<file path="config.mk">
export PLATFORM = sky130hd
export DESIGN_NAME = ipid_back
export DESIGN_NICKNAME = d
export VERILOG_FILES = /design/src/hdl/ipid_pkg.sv /design/src/hdl/ipid_back.sv
export SDC_FILE = /design/constraint.sdc
export NUM_CORES = 1
export LEC_CHECK = 0
export ABC_AREA = 1
export BUFFER_PORTS_ARGS = -buffer_cell sky130_fd_sc_hd__buf_2
export CAP_MARGIN = 20
export CORE_MARGIN = 1.5
export CORE_UTILIZATION = 50
export DETAILED_ROUTE_END_ITERATION = 12
export PLACE_DENSITY_LB_ADDON = 0.08
export REMOVE_ABC_BUFFERS = 1
export SLEW_MARGIN = 20
export SYNTH_ARGS = -nofsm -noshare
export SYNTH_HDL_FRONTEND = slang
export SYNTH_SLANG_ARGS = --single-unit
</file>
<file path="constraint.sdc">
create_clock -name clk -period 5.76 [get_ports clk]
set_clock_uncertainty 0.2 [all_clocks]
set_input_delay 1.728 -clock clk [delete_from_list [all_inputs] [get_ports clk]]
set_output_delay 1.728 -clock clk [all_outputs]
set_load 0.02 [all_outputs]
</file>
<file path="src/hdl/ipid_pkg.sv">
`timescale 1ns / 1ps
`default_nettype none

package ipid_pkg;

    // field and register widths
    localparam int IN_W      = 16;
    localparam int GAIN_W    = 16;
    localparam int DRIVE_W   = 24;
    localparam int CFG_W     = 24;
    localparam int CFG_IDX_W = 3;

    // error history and difference widths
    localparam int ERR_W  = IN_W + 1;
    localparam int D1_W   = ERR_W + 1;
    localparam int D2_W   = ERR_W + 2;
    localparam int PROD_W = GAIN_W + 1 + D2_W;

    // default fraction width of the gains
    localparam int FRAC_BITS_DEF = 8;

    // configuration register indexes
    typedef enum logic [CFG_IDX_W-1:0] {
        REG_KP_GAIN     = 3'd0,
        REG_KI_GAIN     = 3'd1,
        REG_KD_GAIN     = 3'd2,
        REG_DEAD_BAND   = 3'd3,
        REG_DRIVE_UPPER = 3'd4,
        REG_DRIVE_LOWER = 3'd5
    } reg_idx_t;

    // register values after reset
    localparam logic [GAIN_W-1:0]         KP_RESET    = 16'd12800;
    localparam logic [GAIN_W-1:0]         KI_RESET    = 16'd128;
    localparam logic [GAIN_W-1:0]         KD_RESET    = 16'd5120;
    localparam logic [GAIN_W-1:0]         BAND_RESET  = 16'd26;
    localparam logic signed [DRIVE_W-1:0] UPPER_RESET = 24'sd1048320;
    localparam logic signed [DRIVE_W-1:0] LOWER_RESET = 24'sd0;

    // control flags handed from the error stage to the output stage
    typedef struct packed {
        logic clear;
        logic held;
    } stage_ctl_t;

endpackage

`default_nettype wire

</file>
<file path="src/hdl/ipid_back.sv">
`timescale 1ns / 1ps
`default_nettype none

module ipid_back #(
    parameter int FRAC_BITS = ipid_pkg::FRAC_BITS_DEF
) (
    input  wire logic                                        clk,
    input  wire logic                                        rst_n,
    input  wire logic                                        mid_valid,
    output logic                                             mid_ready,
    input  wire ipid_pkg::stage_ctl_t                        mid_ctl,
    input  wire logic signed [ipid_pkg::PROD_W-FRAC_BITS-1:0] term_p,
    input  wire logic signed [ipid_pkg::PROD_W-FRAC_BITS-1:0] term_i,
    input  wire logic signed [ipid_pkg::PROD_W-FRAC_BITS-1:0] term_d,
    input  wire logic signed [ipid_pkg::DRIVE_W-1:0]         drive_upper,
    input  wire logic signed [ipid_pkg::DRIVE_W-1:0]         drive_lower,
    output logic                                             out_valid,
    input  wire logic                                        out_stall,
    output logic signed [ipid_pkg::DRIVE_W-1:0]              drive,
    output logic                                             held
);

    localparam int TERM_W  = ipid_pkg::PROD_W - FRAC_BITS;
    localparam int DELTA_W = TERM_W + 2;
    localparam int SUM_W   = ((DELTA_W > ipid_pkg::DRIVE_W) ? DELTA_W : ipid_pkg::DRIVE_W) + 1;

    logic signed [ipid_pkg::DRIVE_W-1:0] drive_level_reg;
    logic                                out_valid_reg;
    logic signed [ipid_pkg::DRIVE_W-1:0] drive_reg;
    logic                                held_reg;

    logic                                fire;
    logic signed [SUM_W-1:0]             delta;
    logic signed [SUM_W-1:0]             sum;
    logic signed [ipid_pkg::DRIVE_W-1:0] clamped;

    // output register flow control
    assign mid_ready = !out_valid_reg || !out_stall;
    assign fire      = mid_valid && mid_ready;

    // increment, new level and clamp (upper limit tested first when limits cross)
    assign delta = SUM_W'(term_p) + SUM_W'(term_i) + SUM_W'(term_d);
    assign sum   = delta + SUM_W'(drive_level_reg);

    always_comb
    begin
        if (sum > SUM_W'(drive_upper))
        begin
            clamped = drive_upper;
        end
        else if (sum < SUM_W'(drive_lower))
        begin
            clamped = drive_lower;
        end
        else
        begin
            clamped = ipid_pkg::DRIVE_W'(sum);
        end
    end

    // held output level
    always_ff @(posedge clk or negedge rst_n)
    begin
        if (!rst_n)
        begin
            drive_level_reg <= '0;
        end
        else if (fire)
        begin
            if (mid_ctl.clear)
            begin
                drive_level_reg <= '0;
            end
            else if (!mid_ctl.held)
            begin
                drive_level_reg <= clamped;
            end
        end
    end

    // result register
    always_ff @(posedge clk or negedge rst_n)
    begin
        if (!rst_n)
        begin
            out_valid_reg <= 1'b0;
        end
        else if (mid_ready)
        begin
            out_valid_reg <= mid_valid;
        end
    end

    always_ff @(posedge clk)
    begin
        if (fire)
        begin
            if (mid_ctl.clear)
            begin
                drive_reg <= '0;
                held_reg  <= 1'b0;
            end
            else if (mid_ctl.held)
            begin
                drive_reg <= drive_level_reg;
                held_reg  <= 1'b1;
            end
            else
            begin
                drive_reg <= clamped;
                held_reg  <= 1'b0;
            end
        end
    end

    assign out_valid = out_valid_reg;
    assign drive     = drive_reg;
    assign held      = held_reg;

endmodule

`default_nettype wire

</file>
== After elaboration in Yosys (flattened, before gate mapping) ==
Index checks and enable logic that the tools add are counted.
Storage, ports and cells
  output and inout port bits: 27
  register bits after elaboration: 50
  logic and storage cells: 18
  input bits: 138
Cells by class
  add/subtract/negate cells: 3
  reductions and logical operators: 4
  order comparisons: 2
  multiplexer cells: 5
Operators by type and width (number)
  two-way mux 24 bit: 4
  adder 30 x 24 -> 31 bit: 1
  greater-than comparator 31 x 24 -> 1 bit: 1
  less-than comparator 31 x 24 -> 1 bit: 1
  adder 29 x 28 -> 30 bit: 1
  adder 28 x 28 -> 29 bit: 1
  logical NOT 1 bit: 2
  logical AND 1 bit: 1
  logical OR 1 bit: 1
  two-way mux 1 bit: 1

== Depth between registers and ports, before layout ==
  depth in word-level cells: 8
  gate-level depth with buffers: 34
  mapped depth without buffers: 33

== Worst setup path before layout ==
Ideal clock, no wire load.
  kind: input port to flip-flop
  from: in term_p[1] (netlist name)
  to: reg drive_reg (netlist bit drive[18]), data pin
  slack: -0.385 ns
  required time: 5.300 ns
  buffers on the path: 2
  stages: 27
  data arrival time: 5.685 ns
  setup time: 0.260 ns
  cell sequence: inv_1 -> fa_1 -> fa_1 -> inv_1 -> ha_1 -> fa_1 -> nand2_1 -> nand2_1 -> nand3_1 -> nand2_1 -> a21oi_1 -> inv_1 -> nand4_1 -> o311ai_0 -> xor2_1 -> ha_1 -> nand2_1 -> nor2_1 -> nand2_1 -> nor3_1 -> nand2_1 -> nand3_1 -> nand3_2 -> buf_4 -> buf_6 -> nand3_1 -> a21boi_1
On the way
  longest elaborated chain between the ends: 8
  elaborated cells on any way between the ends: 9
  those cells by class: 3 x add/sub; 2 x order compare; 4 x mux
RTL lines
  start, declared: line ipid_back.sv:12  | input wire logic signed [ipid_pkg::PROD_W-FRAC_BITS-1:0] term_p,
  adder 28 x 28 -> 29 bit *: line ipid_back.sv:42  | assign delta = SUM_W'(term_p) + SUM_W'(term_i) + SUM_W'(term_d);
  adder 29 x 28 -> 30 bit *: line ipid_back.sv:42
  adder 30 x 24 -> 31 bit *: line ipid_back.sv:43  | assign sum = delta + SUM_W'(drive_level_reg);
  less-than comparator 31 x 24 -> 1 bit: line ipid_back.sv:51  | else if (sum < SUM_W'(drive_lower))
  two-way mux 24 bit: line ipid_back.sv:51
  two-way mux 24 bit *: line ipid_back.sv:47  | if (sum > SUM_W'(drive_upper))
  two-way mux 24 bit * (2 in a row)
  end signal, assigned: line ipid_back.sv:105  | drive_reg <= drive_level_reg;
  end signal, assigned: line ipid_back.sv:110  | drive_reg <= clamped;
  end, declared: line ipid_back.sv:29  | logic signed [ipid_pkg::DRIVE_W-1:0] drive_reg;
Every way passes the cells marked *; elsewhere a longest branch is shown, timed or not.
A chain may end at the register's enable or synchronous reset.

== Final worst setup path ==
  from: in term_p[11] (netlist name)
  to: reg drive_reg (netlist bit drive[8]), data pin
Same word-level chain as after synthesis.

==> metrics list <==
- Unrepaired setup endpoints after global routing: true
* Number of levels in the clock H-tree: 2
- Hold Violations, Final: 0
- Required time of the critical path: 5.62 ns
* Nature of the critical path endpoint: flip-flop
* Final worst path period share: 1.11
- The sequential cells in the finished layout cover a total of 1380 um^2.
* Overall routed net length: 24900 um
- Most common library cell in the layout ignoring fill and taps: inv_1
- Clock latency of the later-clocked register in the worst-skew pair: 0.31 ns
* Area of the mapped netlist: 7950 um^2
* Highest attainable clock frequency: 0.157 GHz
- On the worst path, the slowest cell contributes a delay of 0.53 ns.
* Post-synthesis average cell area: 6.82 um^2
- In this run, the number of DRC markers left after iteration 0 of detailed routing was 530.
- The most used flip-flop cell after synthesis is edfxtp_1.
- DIE WIDTH: 129 um
* Number of buffers created by CTS: 5
- Synthesis inferred 50 register bits.
* Diode insertion count for antenna repair: 0
- Clk pin slew, worst setup/hold paths: 0.08 ns
- Top delay family on crit path: simple AND/OR/NAND/NOR gates
- Yosys mapped a number of flops with a built-in enable equal to 25.
- Die Area: 16700 um^2
- Slew at the pin with the worst max-slew slack: 0.754 ns
- Multi-input logic area: 6570 um^2
- Nets: 1751
- Port buffer count: 164
* Cell seen most often among critical-path stages: nand2_1
- Number of placed cells counting well taps: 1643
- The worst hold path belongs to the class reg2reg.
* Number of antenna violations at the first check in global routing: 0
- Top library cells by usage in the layout, fill and taps aside: inv_1 (271), nand2_1 (259), buf_2 (162), buf_4 (129), ha_1 (68)
* Top-Level Pins: 165
- After routing, the total negative slack on setup checks comes to -26.83 ns.
* Via count of the first global-routing pass: 7899
- Final setup vio count: 48
* Clock tree from TritonCTS: done
* Via count: 8507
* Number of iterations in the first detailed-routing pass: 5
- At the end of routability-driven placement, the weighted congestion stood at 0.925.
- Synth warn: 0
* Clk Tree Root Cell: clkbuf_16
- Share of final-layout standard cells stronger than drive strength 1: 0.355
* Run status: finished, violations left
* Signal arrival time at the worst endpoint: 6.24 ns
- Number of maximum-capacitance constraint violations: 0
- In this run the remaining antenna-violating nets after routing total 0.
* Post-layout min period: 6.38 ns
* Critical path buffer and inverter count: 6
* Setup slack of the critical path after layout: -0.624 ns
- STA classifies the critical path startpoint as an input pin.
- Entering global routing, the biggest net connects 30 pins.
- The critical path in this run is classified as in2reg.
- Number of fill cells: 1175
- Area Growth Syn to Fin: 44.8%
* Synthesized instance count: 1166
- For this design, the sink count on the clock tree is 50.
- Fraction of registers with async set/reset: 0.500
- Aggregate global routing overflow: 0
- The clock passes through at most 2 buffers.
- The slowest stage of the critical path is the fa_1 cell.
- For this configuration, the core starts out at a cell density of 0.517.
- Post-detailed-placement half-perimeter wirelength: 17900 um
* Number of cells in the finished layout apart from fillers: 1677
- For this run, the total global-route usage over all layers was measured as 0.286.
- Routed wirelength normalized by instance count: 14.9 um
- The number of different library cells used by synthesis comes to 38.
- Failing checks: negative setup slack
- The first global-routing pass estimated 37500 um of wire.
* Core area: 15400 um^2
- Of the synthesized area, sequential elements account for 0.173.
* Mean number of vias per cell: 5.07
* Chip Height: 129 um
- Relative slew margins: 0.497
* Largest fanout on the critical path: 8
- DRC viols: 0
- The count of final max-slew check failures is 0.
* Standard-cell row count: 45
## final timing paths
check	end	slack, ns	startpoint	cells after the start
max	drive[8]$_DFFE_PP_	-0.62	term_p[11]	32
min	drive_level_reg[14]$_DFFE_PN0P_	0.28	drive_level_reg[14]$_DFFE_PN0P_	2
max in group asynchronous	drive_level_reg[20]$_DFFE_PN0P_	3.59	rst_n	1
min reg2reg	drive_level_reg[14]$_DFFE_PN0P_	0.28	drive_level_reg[14]$_DFFE_PN0P_	2
max reg2reg	drive[8]$_DFFE_PP_	0.87	drive_level_reg[23]$_DFFE_PN0P_	23
min in group asynchronous	out_valid$_DFFE_PN0N_	1.29	rst_n	1
## repair_timing
action / CTS / global route
gates resized for setup: 100 / 153
setup buffers: 10 / 7
endpoints found under the setup margin: 48 / 48
pin swaps: 30 / 84
cloned: 5 / 5
hold buffers: 0 / 0
## tightest hold or removal path, stage by stage, from the launching register on
cell	delay, ns
dfrtp_1	0.35
nand2_1	0.05
nand2_1	0.05
## metrics by stage
stage / worst slack [ns] / area (um^2) / hold WS (ns) / utilization
6_report: -0.624 / 11500 / 0.280 / 0.749
5_1_grt: -0.847 / 11500 / 0.296 / 0.749
4_1_cts: -0.409 / 10600 / 0.284 / 0.693
3_5_place_dp: -1.11 / 9860 / 0.265 / 0.641
3_3_place_gp: -1.01 / 9860 / 0.262 / 0.641
2_1_floorplan: -0.737 / 7830 / 0.249 / -
## Yosys cell counts, drive strengths merged, types with 6 or more instances
cell type,count,share of area
nand2,306,0.15
xnor2,7,0.0077
a21boi,24,0.023
clkbuf,10,0.0047
edfxtp,25,0.094
nand4,9,0.0071
nor2,95,0.045
ha,91,0.14
fa,57,0.14
buf,10,0.0096
o21ai,9,0.0057
nand3,95,0.062
nor3,6,0.0044
a21oi,69,0.044
a21o,7,0.0066
o21bai,7,0.0066
nand3b,12,0.011
xor2,10,0.011
dfrtp,25,0.079
inv,278,0.13
## cell families after synthesis
logic type               Yosys count  synth area share
flip-flops                        50             0.173
buffers and inverters            298             0.146
AND/OR/NAND/NOR                  530             0.284
XOR/XNOR                          17            0.0187
adder cells (fa/ha/maj)          148             0.287
AO/OA/AOI/OAI                    123            0.0919
## layout make-up
| type | count | area share |
|---|---|---|
| Sequential cell | 50 | 0.120 |
| Clock buffer | 7 | 0.0115 |
| Multi-Input combinational cell | 821 | 0.571 |
| Timing Repair Buffer | 309 | 0.182 |
| Tap cell | 211 | 0.0229 |
| Clock inverter | 1 | 0.00261 |
| Inverter | 278 | 0.0907 |
## metal layers
layer,GRT usage,part of all wire,routed length (um),up-vias
met5,0,0,0,-
met4,0.0701,0.027,662,0
met3,0.0458,0.062,1550,53
met2,0.495,0.48,12000,316
met1,0.376,0.43,10700,3931
li1,-,-,-,4207
Power is not shown: default switching activity piles up to over one toggle a cycle in this logic, so the estimate is an artifact.
